--- config.mk ---
export PLATFORM = sky130hd
export DESIGN_NAME = mips_integer_execute_unit_top
export DESIGN_NICKNAME = d
export VERILOG_FILES = /design/src/design/miex_pkg.sv /design/src/design/miex_mdu.sv /design/src/design/mips_integer_execute_unit_top.sv
export SDC_FILE = /design/constraint.sdc
export NUM_CORES = 2
export LEC_CHECK = 0
export ABC_CLOCK_PERIOD_IN_PS = 7900
export BUFFER_PORTS_ARGS = -buffer_cell sky130_fd_sc_hd__buf_2
export CORE_MARGIN = 2
export CORE_UTILIZATION = 55
export DETAILED_ROUTE_END_ITERATION = 8
export GPL_TIMING_DRIVEN = 1
export PLACE_DENSITY_LB_ADDON = 0.12
export SYNTH_ARGS = -nofsm -noshare
export SYNTH_HDL_FRONTEND = slang
export SYNTH_SLANG_ARGS = --single-unit
export TNS_END_PERCENT = 10
--- constraint.sdc ---
create_clock -name clk -period 7.9 [get_ports clk]
set_clock_uncertainty 0.15 [all_clocks]
set_input_delay 1.185 -clock clk [delete_from_list [all_inputs] [get_ports clk]]
set_output_delay 1.185 -clock clk [all_outputs]
set_load 0.005 [all_outputs]
--- src/design/miex_pkg.sv ---
`default_nettype none
// ----------------------------------------------------------------------------
// miex_pkg: shared types and constants for the integer execute unit
// Opcode, funct and REGIMM codes, status codes and the multiply/divide request.
// ----------------------------------------------------------------------------
package miex_pkg;

  localparam int unsigned XLEN = 32;
  localparam int unsigned RIDX = 5;
  localparam int unsigned NREGS = 32;
  localparam logic [31:0] START_ADDRESS_RESET = 32'd0;

  localparam logic [5:0] OP_SPECIAL = 6'd0;
  localparam logic [5:0] OP_REGIMM  = 6'd1;
  localparam logic [5:0] OP_J       = 6'd2;
  localparam logic [5:0] OP_JAL     = 6'd3;
  localparam logic [5:0] OP_BEQ     = 6'd4;
  localparam logic [5:0] OP_BNE     = 6'd5;
  localparam logic [5:0] OP_BLEZ    = 6'd6;
  localparam logic [5:0] OP_BGTZ    = 6'd7;
  localparam logic [5:0] OP_ADDI    = 6'd8;
  localparam logic [5:0] OP_ADDIU   = 6'd9;
  localparam logic [5:0] OP_SLTI    = 6'd10;
  localparam logic [5:0] OP_SLTIU   = 6'd11;
  localparam logic [5:0] OP_ANDI    = 6'd12;
  localparam logic [5:0] OP_ORI     = 6'd13;
  localparam logic [5:0] OP_XORI    = 6'd14;
  localparam logic [5:0] OP_LUI     = 6'd15;

  localparam logic [5:0] FN_SLL   = 6'd0;
  localparam logic [5:0] FN_SRL   = 6'd2;
  localparam logic [5:0] FN_SRA   = 6'd3;
  localparam logic [5:0] FN_SLLV  = 6'd4;
  localparam logic [5:0] FN_SRLV  = 6'd6;
  localparam logic [5:0] FN_SRAV  = 6'd7;
  localparam logic [5:0] FN_JR    = 6'd8;
  localparam logic [5:0] FN_JALR  = 6'd9;
  localparam logic [5:0] FN_MFHI  = 6'd16;
  localparam logic [5:0] FN_MTHI  = 6'd17;
  localparam logic [5:0] FN_MFLO  = 6'd18;
  localparam logic [5:0] FN_MTLO  = 6'd19;
  localparam logic [5:0] FN_MULT  = 6'd24;
  localparam logic [5:0] FN_MULTU = 6'd25;
  localparam logic [5:0] FN_DIV   = 6'd26;
  localparam logic [5:0] FN_DIVU  = 6'd27;
  localparam logic [5:0] FN_ADD   = 6'd32;
  localparam logic [5:0] FN_ADDU  = 6'd33;
  localparam logic [5:0] FN_SUB   = 6'd34;
  localparam logic [5:0] FN_SUBU  = 6'd35;
  localparam logic [5:0] FN_AND   = 6'd36;
  localparam logic [5:0] FN_OR    = 6'd37;
  localparam logic [5:0] FN_XOR   = 6'd38;
  localparam logic [5:0] FN_SLT   = 6'd42;
  localparam logic [5:0] FN_SLTU  = 6'd43;

  localparam logic [4:0] RI_BLTZ   = 5'd0;
  localparam logic [4:0] RI_BGEZ   = 5'd1;
  localparam logic [4:0] RI_BLTZAL = 5'd16;
  localparam logic [4:0] RI_BGEZAL = 5'd17;

  localparam logic [4:0] LINK_REG = 5'd31;

  localparam logic [1:0] ST_OK      = 2'd0;
  localparam logic [1:0] ST_OVF     = 2'd1;
  localparam logic [1:0] ST_UNSUPP  = 2'd2;

  typedef enum logic [2:0] {
    S_IDLE, S_READ, S_EXEC, S_MDU, S_OUT
  } state_t;

  typedef enum logic [1:0] {
    MD_MULT, MD_MULTU, MD_DIV, MD_DIVU
  } md_op_t;

  typedef struct packed {
    logic        start;
    md_op_t      op;
    logic [31:0] a;
    logic [31:0] b;
  } md_req_t;

  typedef struct packed {
    logic        done;
    logic        busy;
    logic [31:0] hi;
    logic [31:0] lo;
  } md_rsp_t;

endpackage
`default_nettype wire

--- src/design/miex_mdu.sv ---
`default_nettype none
// ----------------------------------------------------------------------------
// miex_mdu: iterative multiply / divide unit
// Shift-add multiply and restoring divide, one bit per cycle, with sign
// fix-up before and after. Divide by zero keeps HI and LO.
// ----------------------------------------------------------------------------
module miex_mdu (
  input  wire logic             clk,
  input  wire logic             rst,
  input  wire miex_pkg::md_req_t req,
  input  wire logic [31:0]      hi_in,
  input  wire logic [31:0]      lo_in,
  output miex_pkg::md_rsp_t     rsp
);

  typedef enum logic [1:0] {M_IDLE, M_RUN, M_FIX, M_DONE} mstate_t;

  mstate_t     mstate;
  logic [5:0]  count;
  logic        is_div;
  logic        neg_q;
  logic        neg_r;
  logic        zero_div;
  logic [31:0] mag_b;
  logic [31:0] acc;
  logic [31:0] shreg;
  logic [31:0] hi_keep;
  logic [31:0] lo_keep;
  logic [31:0] hi_res;
  logic [31:0] lo_res;

  logic        sgn;
  logic [31:0] abs_a;
  logic [31:0] abs_b;
  logic [32:0] add_sum;
  logic [33:0] sub_diff;
  logic [63:0] prod_neg;

  always_comb begin
    sgn   = (req.op == miex_pkg::MD_MULT) || (req.op == miex_pkg::MD_DIV);
    abs_a = (sgn && req.a[31]) ? (32'd0 - req.a) : req.a;
    abs_b = (sgn && req.b[31]) ? (32'd0 - req.b) : req.b;
    add_sum  = {1'b0, acc} + {1'b0, (shreg[0] ? mag_b : 32'd0)};
    sub_diff = {1'b0, acc, shreg[31]} - {2'b00, mag_b};
    prod_neg = 64'd0 - {acc, shreg};
  end

  always_ff @(posedge clk) begin
    if (rst) begin
      mstate <= M_IDLE;
      count  <= 6'd0;
    end else begin
      case (mstate)
        M_IDLE: begin
          if (req.start) begin
            mstate   <= M_RUN;
            count    <= 6'd0;
            is_div   <= (req.op == miex_pkg::MD_DIV) || (req.op == miex_pkg::MD_DIVU);
            neg_q    <= sgn && (req.a[31] ^ req.b[31]);
            neg_r    <= sgn && req.a[31];
            zero_div <= (req.b == 32'd0);
            mag_b    <= abs_b;
            acc      <= 32'd0;
            shreg    <= abs_a;
            hi_keep  <= hi_in;
            lo_keep  <= lo_in;
          end
        end
        M_RUN: begin
          if (is_div) begin
            if (!sub_diff[33]) begin
              acc   <= sub_diff[31:0];
              shreg <= {shreg[30:0], 1'b1};
            end else begin
              acc   <= {acc[30:0], shreg[31]};
              shreg <= {shreg[30:0], 1'b0};
            end
          end else begin
            acc   <= add_sum[32:1];
            shreg <= {add_sum[0], shreg[31:1]};
          end
          count <= count + 6'd1;
          if (count == 6'd31) mstate <= M_FIX;
        end
        M_FIX: begin
          if (is_div) begin
            if (zero_div) begin
              hi_res <= hi_keep;
              lo_res <= lo_keep;
            end else begin
              lo_res <= neg_q ? (32'd0 - shreg) : shreg;
              hi_res <= neg_r ? (32'd0 - acc) : acc;
            end
          end else if (neg_q) begin
            hi_res <= prod_neg[63:32];
            lo_res <= prod_neg[31:0];
          end else begin
            hi_res <= acc;
            lo_res <= shreg;
          end
          mstate <= M_DONE;
        end
        M_DONE: mstate <= M_IDLE;
        default: mstate <= M_IDLE;
      endcase
    end
  end

  assign rsp.done = (mstate == M_DONE);
  assign rsp.busy = (mstate != M_IDLE);
  assign rsp.hi   = hi_res;
  assign rsp.lo   = lo_res;

endmodule
`default_nettype wire

--- src/design/mips_integer_execute_unit_top.sv ---
`default_nettype none
// ----------------------------------------------------------------------------
// mips_integer_execute_unit_top: MIPS I integer execute unit
// Register file in a synchronous RAM, HI/LO, PC and delayed-branch target.
// Sequence: instruction transfer, register read, execute, then result valid;
//   multiply and divide also wait on the iterative unit before the result.
// A new instruction is taken only once the previous result has been accepted.
// Reset: clears the register file RAM, one entry per cycle, during which no
//   instruction is taken; PC loads RESET_ADDRESS.
// ----------------------------------------------------------------------------
module mips_integer_execute_unit_top #(
  parameter logic [31:0] RESET_ADDRESS = miex_pkg::START_ADDRESS_RESET
) (
  input  wire logic        clk,
  input  wire logic        rst,
  input  wire logic        cfg_we,
  input  wire logic [31:0] cfg_wdata,
  input  wire logic        in_valid,
  output logic             in_ready,
  input  wire logic [31:0] instruction,
  output logic             out_valid,
  input  wire logic        out_ready,
  output logic [31:0]      instr_address,
  output logic [1:0]       status,
  output logic             reg_write,
  output logic [4:0]       reg_index,
  output logic [31:0]      reg_value,
  output logic [31:0]      hi_value,
  output logic [31:0]      lo_value,
  output logic [31:0]      next_address
);

  logic [31:0] regs_a [miex_pkg::NREGS];
  logic [31:0] regs_b [miex_pkg::NREGS];

  miex_pkg::state_t state;
  miex_pkg::state_t state_next;

  logic        clearing;
  logic [4:0]  clr_idx;
  logic [31:0] pc;
  logic [31:0] hi;
  logic [31:0] lo;
  logic        br_pend;
  logic [31:0] br_tgt;
  logic [31:0] ins;
  logic [31:0] rd_a;
  logic [31:0] rd_b;

  logic        we;
  logic [4:0]  wi;
  logic [31:0] wv;

  miex_pkg::md_req_t md_req;
  miex_pkg::md_rsp_t md_rsp;

  logic [5:0]  op;
  logic [4:0]  rs;
  logic [4:0]  rt;
  logic [4:0]  rd;
  logic [4:0]  sh;
  logic [5:0]  fn;
  logic [15:0] imm;
  logic [31:0] a;
  logic [31:0] b;
  logic [31:0] simm;
  logic [31:0] slot;
  logic [31:0] link;
  logic [31:0] bt;
  logic [31:0] s;
  logic [31:0] nxt;
  logic [1:0]  e_st;
  logic        e_wr;
  logic [4:0]  e_wi;
  logic [31:0] e_wv;
  logic        e_take;
  logic [31:0] e_tgt;
  logic        e_md;
  miex_pkg::md_op_t e_mdop;
  logic        e_mthi;
  logic        e_mtlo;

  assign op  = ins[31:26];
  assign rs  = ins[25:21];
  assign rt  = ins[20:16];
  assign rd  = ins[15:11];
  assign sh  = ins[10:6];
  assign fn  = ins[5:0];
  assign imm = ins[15:0];
  assign a   = (rs == 5'd0) ? 32'd0 : rd_a;
  assign b   = (rt == 5'd0) ? 32'd0 : rd_b;
  assign simm = {{16{imm[15]}}, imm};
  assign slot = pc + 32'd4;
  assign link = pc + 32'd8;
  assign bt   = slot + {simm[29:0], 2'b00};
  assign nxt  = br_pend ? br_tgt : slot;

  always_comb begin
    e_st = miex_pkg::ST_OK; e_wr = 1'b0; e_wi = 5'd0; e_wv = 32'd0;
    e_take = 1'b0; e_tgt = bt; e_md = 1'b0; e_mdop = miex_pkg::MD_MULT;
    e_mthi = 1'b0; e_mtlo = 1'b0; s = 32'd0;
    case (op)
      miex_pkg::OP_SPECIAL: begin
        e_wi = rd; e_wr = 1'b1;
        case (fn)
          miex_pkg::FN_ADD: begin
            s = a + b;
            if (((a ^ s) & (b ^ s) & 32'h8000_0000) != 32'd0) begin
              e_st = miex_pkg::ST_OVF; e_wr = 1'b0;
            end else e_wv = s;
          end
          miex_pkg::FN_ADDU: e_wv = a + b;
          miex_pkg::FN_SUB: begin
            s = a - b;
            if (((a ^ b) & (a ^ s) & 32'h8000_0000) != 32'd0) begin
              e_st = miex_pkg::ST_OVF; e_wr = 1'b0;
            end else e_wv = s;
          end
          miex_pkg::FN_SUBU: e_wv = a - b;
          miex_pkg::FN_AND:  e_wv = a & b;
          miex_pkg::FN_OR:   e_wv = a | b;
          miex_pkg::FN_XOR:  e_wv = a ^ b;
          miex_pkg::FN_SLT:  e_wv = {31'd0, $signed(a) < $signed(b)};
          miex_pkg::FN_SLTU: e_wv = {31'd0, a < b};
          miex_pkg::FN_SLL:  e_wv = b << sh;
          miex_pkg::FN_SRL:  e_wv = b >> sh;
          miex_pkg::FN_SRA:  e_wv = 32'($signed(b) >>> sh);
          miex_pkg::FN_SLLV: e_wv = b << a[4:0];
          miex_pkg::FN_SRLV: e_wv = b >> a[4:0];
          miex_pkg::FN_SRAV: e_wv = 32'($signed(b) >>> a[4:0]);
          miex_pkg::FN_MFHI: e_wv = hi;
          miex_pkg::FN_MFLO: e_wv = lo;
          miex_pkg::FN_MTHI: begin e_mthi = 1'b1; e_wr = 1'b0; end
          miex_pkg::FN_MTLO: begin e_mtlo = 1'b1; e_wr = 1'b0; end
          miex_pkg::FN_MULT: begin e_md = 1'b1; e_mdop = miex_pkg::MD_MULT; e_wr = 1'b0; end
          miex_pkg::FN_MULTU: begin e_md = 1'b1; e_mdop = miex_pkg::MD_MULTU; e_wr = 1'b0; end
          miex_pkg::FN_DIV:  begin e_md = 1'b1; e_mdop = miex_pkg::MD_DIV; e_wr = 1'b0; end
          miex_pkg::FN_DIVU: begin e_md = 1'b1; e_mdop = miex_pkg::MD_DIVU; e_wr = 1'b0; end
          miex_pkg::FN_JR:   begin e_take = 1'b1; e_tgt = a; e_wr = 1'b0; end
          miex_pkg::FN_JALR: begin e_take = 1'b1; e_tgt = a; e_wv = link; end
          default: begin e_st = miex_pkg::ST_UNSUPP; e_wr = 1'b0; end
        endcase
      end
      miex_pkg::OP_REGIMM: begin
        e_wi = miex_pkg::LINK_REG; e_wv = link;
        case (rt)
          miex_pkg::RI_BLTZ:   e_take = a[31];
          miex_pkg::RI_BGEZ:   e_take = !a[31];
          miex_pkg::RI_BLTZAL: begin e_take = a[31]; e_wr = 1'b1; end
          miex_pkg::RI_BGEZAL: begin e_take = !a[31]; e_wr = 1'b1; end
          default: e_st = miex_pkg::ST_UNSUPP;
        endcase
      end
      miex_pkg::OP_J, miex_pkg::OP_JAL: begin
        e_take = 1'b1;
        e_tgt = {slot[31:28], ins[25:0], 2'b00};
        if (op == miex_pkg::OP_JAL) begin
          e_wr = 1'b1; e_wi = miex_pkg::LINK_REG; e_wv = link;
        end
      end
      default: begin
        e_wi = rt; e_wr = 1'b1;
        case (op)
          miex_pkg::OP_BEQ:  begin e_take = (a == b); e_wr = 1'b0; end
          miex_pkg::OP_BNE:  begin e_take = (a != b); e_wr = 1'b0; end
          miex_pkg::OP_BLEZ: begin e_take = (a == 32'd0) || a[31]; e_wr = 1'b0; end
          miex_pkg::OP_BGTZ: begin e_take = (a != 32'd0) && !a[31]; e_wr = 1'b0; end
          miex_pkg::OP_ADDI: begin
            s = a + simm;
            if (((a ^ s) & (simm ^ s) & 32'h8000_0000) != 32'd0) begin
              e_st = miex_pkg::ST_OVF; e_wr = 1'b0;
            end else e_wv = s;
          end
          miex_pkg::OP_ADDIU: e_wv = a + simm;
          miex_pkg::OP_SLTI:  e_wv = {31'd0, $signed(a) < $signed(simm)};
          miex_pkg::OP_SLTIU: e_wv = {31'd0, a < simm};
          miex_pkg::OP_ANDI:  e_wv = a & {16'd0, imm};
          miex_pkg::OP_ORI:   e_wv = a | {16'd0, imm};
          miex_pkg::OP_XORI:  e_wv = a ^ {16'd0, imm};
          miex_pkg::OP_LUI:   e_wv = {imm, 16'd0};
          default: begin e_st = miex_pkg::ST_UNSUPP; e_wr = 1'b0; end
        endcase
      end
    endcase
    if (e_wi == 5'd0) e_wr = 1'b0;
    if (!e_wr) begin
      e_wi = 5'd0; e_wv = 32'd0;
    end
  end

  always_comb begin
    state_next = state;
    case (state)
      miex_pkg::S_IDLE: if (in_valid && in_ready) state_next = miex_pkg::S_READ;
      miex_pkg::S_READ: state_next = miex_pkg::S_EXEC;
      miex_pkg::S_EXEC: state_next = e_md ? miex_pkg::S_MDU : miex_pkg::S_OUT;
      miex_pkg::S_MDU:  if (md_rsp.done) state_next = miex_pkg::S_OUT;
      miex_pkg::S_OUT:  if (out_ready) state_next = miex_pkg::S_IDLE;
      default: state_next = miex_pkg::S_IDLE;
    endcase
  end

  always_comb begin
    in_ready  = (state == miex_pkg::S_IDLE) && !clearing;
    out_valid = (state == miex_pkg::S_OUT);
    md_req.start = (state == miex_pkg::S_EXEC) && e_md;
    md_req.op = e_mdop;
    md_req.a  = a;
    md_req.b  = b;
    we = clearing || ((state == miex_pkg::S_EXEC) && e_wr);
    wi = clearing ? clr_idx : e_wi;
    wv = clearing ? 32'd0 : e_wv;
  end

  always_ff @(posedge clk) begin
    if (we) begin
      regs_a[wi] <= wv;
      regs_b[wi] <= wv;
    end
    rd_a <= regs_a[ins[25:21]];
    rd_b <= regs_b[ins[20:16]];
  end

  always_ff @(posedge clk) begin
    if (rst) begin
      state    <= miex_pkg::S_IDLE;
      clearing <= 1'b1;
      clr_idx  <= 5'd0;
      pc       <= RESET_ADDRESS;
      hi       <= 32'd0;
      lo       <= 32'd0;
      br_pend  <= 1'b0;
      br_tgt   <= 32'd0;
    end else begin
      state <= state_next;
      if (clearing) begin
        clr_idx <= clr_idx + 5'd1;
        if (clr_idx == 5'd31) clearing <= 1'b0;
      end
      if (cfg_we) pc <= cfg_wdata;
      if (in_valid && in_ready) ins <= instruction;
      if (state == miex_pkg::S_EXEC) begin
        instr_address <= pc;
        status        <= e_st;
        reg_write     <= e_wr;
        reg_index     <= e_wi;
        reg_value     <= e_wv;
        next_address  <= nxt;
        pc            <= nxt;
        br_pend       <= e_take;
        if (e_take) br_tgt <= e_tgt;
        if (e_mthi) hi <= a;
        if (e_mtlo) lo <= a;
      end
      if (md_rsp.done) begin
        hi <= md_rsp.hi;
        lo <= md_rsp.lo;
      end
    end
  end

  assign hi_value = hi;
  assign lo_value = lo;

  miex_mdu u_mdu (
    .clk   (clk),
    .rst   (rst),
    .req   (md_req),
    .hi_in (hi),
    .lo_in (lo),
    .rsp   (md_rsp)
  );

endmodule
`default_nettype wire

==> flow_metrics.env <==
export IMPL_ys_warn_count=0
export IMPL_ys_flop_type="edfxtp_1"
export IMPL_timing_hold_ws_ps=328
export IMPL_worstPathRequired_ps=8300
export IMPL_synth_edf_count=1388
export IMPL_status="complete, but fails checks"
export IMPL_synth_async_reset_ratio=0
export IMPL_hp_class="register to register"
export IMPL_rr_worst_depth=13
export IMPL_clk_path_buf_depth=3
export IMPL_worst_ep_arrival_time_ps=8160
export IMPL_synth_area_sq_um=92900
export IMPL_setup_viol=0
export IMPL_drv_cap=4
export IMPL_crit_path_end_kind="register"
export IMPL_drc=0
export IMPL_report_final_slew_viol_count=8
export IMPL_rsz0062_at_grt="no"
export IMPL_grt_overflow_total=0
export IMPL_portBuffers=238
export IMPL_drt_vias_per_instance=7.45
export IMPL_fin_setup_tns_ps=0
export IMPL_die_h_um=415
export IMPL_grt_first_pass_wirelength_um=576000
export IMPL_finalWeightedCongestion=1.13
export IMPL_rows=150
export IMPL_hold_violations=0
export IMPL_core_sq_um=167000
export IMPL_powerDensity_nw_per_um2=181
export IMPL_finalCriticalPeriod_ps=7760
export IMPL_syn_inst=7580
export IMPL_start_kind="register"
export IMPL_critPathSlowestCell="o221ai_1"
export IMPL_cp_endpoint="regs_b[22][2]"
export IMPL_finalCritPeriodShare=0.982
export IMPL_cts_made_buffers=166
export IMPL_cp_max_fo=32
export IMPL_place_area_sq_um=98700
export IMPL_h_tree_depth=4
export IMPL_n_fill_cell=12300
export IMPL_max_stage_delay_ps=1230
export IMPL_layout_commonest_cell="edfxtp_1"
export IMPL_drive_gt1_frac=0.232
export IMPL_r2r_start="ins[5]"
export IMPL_cts_setup_buffers=0
export IMPL_final_cell_area_sq_um=105000
export IMPL_peakVddDrop_mv=0.227
export IMPL_cts_hold_buffers=0
export IMPL_crit_chain="buf_4, nor4_2, and3_1, mux2i_4, mux2i_1, o21ai_0, nand2_1, o2bb2ai_1, mux2i_1, o221ai_1, o21ai_0, buf_4, nor2_4"
export IMPL_antenna_found_initial=52
export IMPL_fmax_mhz=129
export IMPL_ys_ff_latch=1598
export IMPL_relSlewSlack=-0.0690
export IMPL_drt_wl_total_um=415000
export IMPL_tightest_slew_ps=1600
export IMPL_crit_buf_inv=2
export IMPL_cts_root_buffer="clkbuf_16"
export IMPL_grt_max_degree=152
export IMPL_mostFrequentLayoutCells="1388 x edfxtp_1, 758 x nor2_1, 653 x mux4_2, 538 x a21oi_1, 501 x nand2_1"
export IMPL_regMostFlops="regs_b"
export IMPL_vias=76200
export IMPL_largest_reg_flops=1024
export IMPL_cts_tree="built"
export IMPL_worstSkewPairLatency_ps=870
export IMPL_fin_ws_ps=140
export IMPL_dp_slack_ps=115
export IMPL_crit_family="compound AO/OA/AOI/OAI gates"
export IMPL_total_power_w=0.0190
export IMPL_syn_area_per_cell_sq_um=12.2
export IMPL_violations="capacitance limit, slew limit"
export IMPL_start_util=0.555
export IMPL_worstReg2RegEnd="regs_b[22][2]"
export IMPL_die_x_um=415
export IMPL_clock_sinks=1598
export IMPL_crit_cells=13
export IMPL_synth_distinct_cells=104
export IMPL_r2r_slack_ps=140
export IMPL_pin_count=239
export IMPL_crit_type="register to register"
export IMPL_nNetsFinal=8169
export IMPL_multi_input_area_sq_um=44800
export IMPL_dieArea_sq_um=172000
export IMPL_cts_resized=0
export IMPL_worstSetupStartpoint="ins[5]"
export IMPL_register_area_sq_um=45900
export IMPL_grt_usage=0.477
export IMPL_firstDrtPassIters=9
export IMPL_dp_hpwl_um=282000
export IMPL_hp_start="u_mdu.lo_res[29]"
export IMPL_synth_seq_area_share=0.494
export IMPL_drtAntennaViolNets=0
export IMPL_drt_initial_drc_count=12800
export IMPL_syn_nets=7894
export IMPL_syn_to_final_growth_pct=12.6
export IMPL_grt_pass1_vias=72200
export IMPL_clk_pin_slew_ps=60
export IMPL_wl_per_cell_um=40.6
export IMPL_power_leakage_nw=34.1
[layout make-up]
cell class | instances | area share
sequential | 1598 | 0.439
multi-input combinational | 5246 | 0.429
timing repair buffer | 649 | 0.0443
clock buffer | 210 | 0.0432
tap | 2204 | 0.0264
clock inverter | 100 | 0.0114
inverter | 194 | 0.00696
antenna | 23 | 0.000550
[metrics by stage]
stage	utilization	cells
floorplan	-	7580
global placement	0.590	9889
detailed placement	0.590	9889
CTS	0.624	10200
global route	0.624	10200
finish	0.625	10200
[per-layer routing]
metal	vias to the layer above	track usage	wire, um
met5	-	0.00639	433
met4	46	0.349	38700
met3	1676	0.152	52100
met2	6846	0.716	184000
met1	37600	0.580	140000
li1	30100	-	-
[worst min path at each step]
stage          slack, ps  cells past startpoint                end
2_1_floorplan        260                      0  instr_address[12]
3_3_place_gp         300                      2       lo_value[31]
3_5_place_dp         320                      2       lo_value[29]
4_1_cts              330                      2       lo_value[29]
5_1_grt              360                      2       lo_value[30]
6_report             330                      2       lo_value[29]
[cells by family (layout without fill, tap and decap cells)]
kind of cell,Yosys count,after routing,synth area share
buffers and inverters,736,1153,0.0302
multiplexers,966,966,0.194
XOR/XNOR,365,365,0.0345
AO/OA/AOI/OAI,1764,1764,0.122
adder cells (fa/ha/maj),247,247,0.0337
other,0,23,0
AND/OR/NAND/NOR,1904,1904,0.0919
flip-flops,1598,1598,0.494
[power by group]
part | switching, W | total, W | internal (W) | leakage (nW)
Clock | 0.00369 | 0.00835 | 0.00466 | 2.76
Combinational | 0.000761 | 0.00121 | 0.000453 | 18.7
Sequential | 0.000177 | 0.00941 | 0.00923 | 12.7
Total | 0.00463 | 0.0190 | 0.0143 | 34.1
[cells in the mapped netlist (all sizes together) (130+ instances only)]
master / number / share of area
a211oi: 130 / 0.011
dfxtp: 210 / 0.045
mux2i: 192 / 0.021
inv: 182 / 0.0074
xnor2: 250 / 0.024
nor2: 810 / 0.033
mux4: 653 / 0.16
clkbuf: 430 / 0.017
a21oi: 541 / 0.029
nand2: 502 / 0.020
o21ai: 426 / 0.024
edfxtp: 1388 / 0.45
ha: 239 / 0.032
[tightest hold or removal path, stage by stage (launching register included)]
cell and delay, ps:
edfxtp_1 320, a21oi_1 60, nor2_1 70
Note: power is estimated with default switching activity, not from simulation.
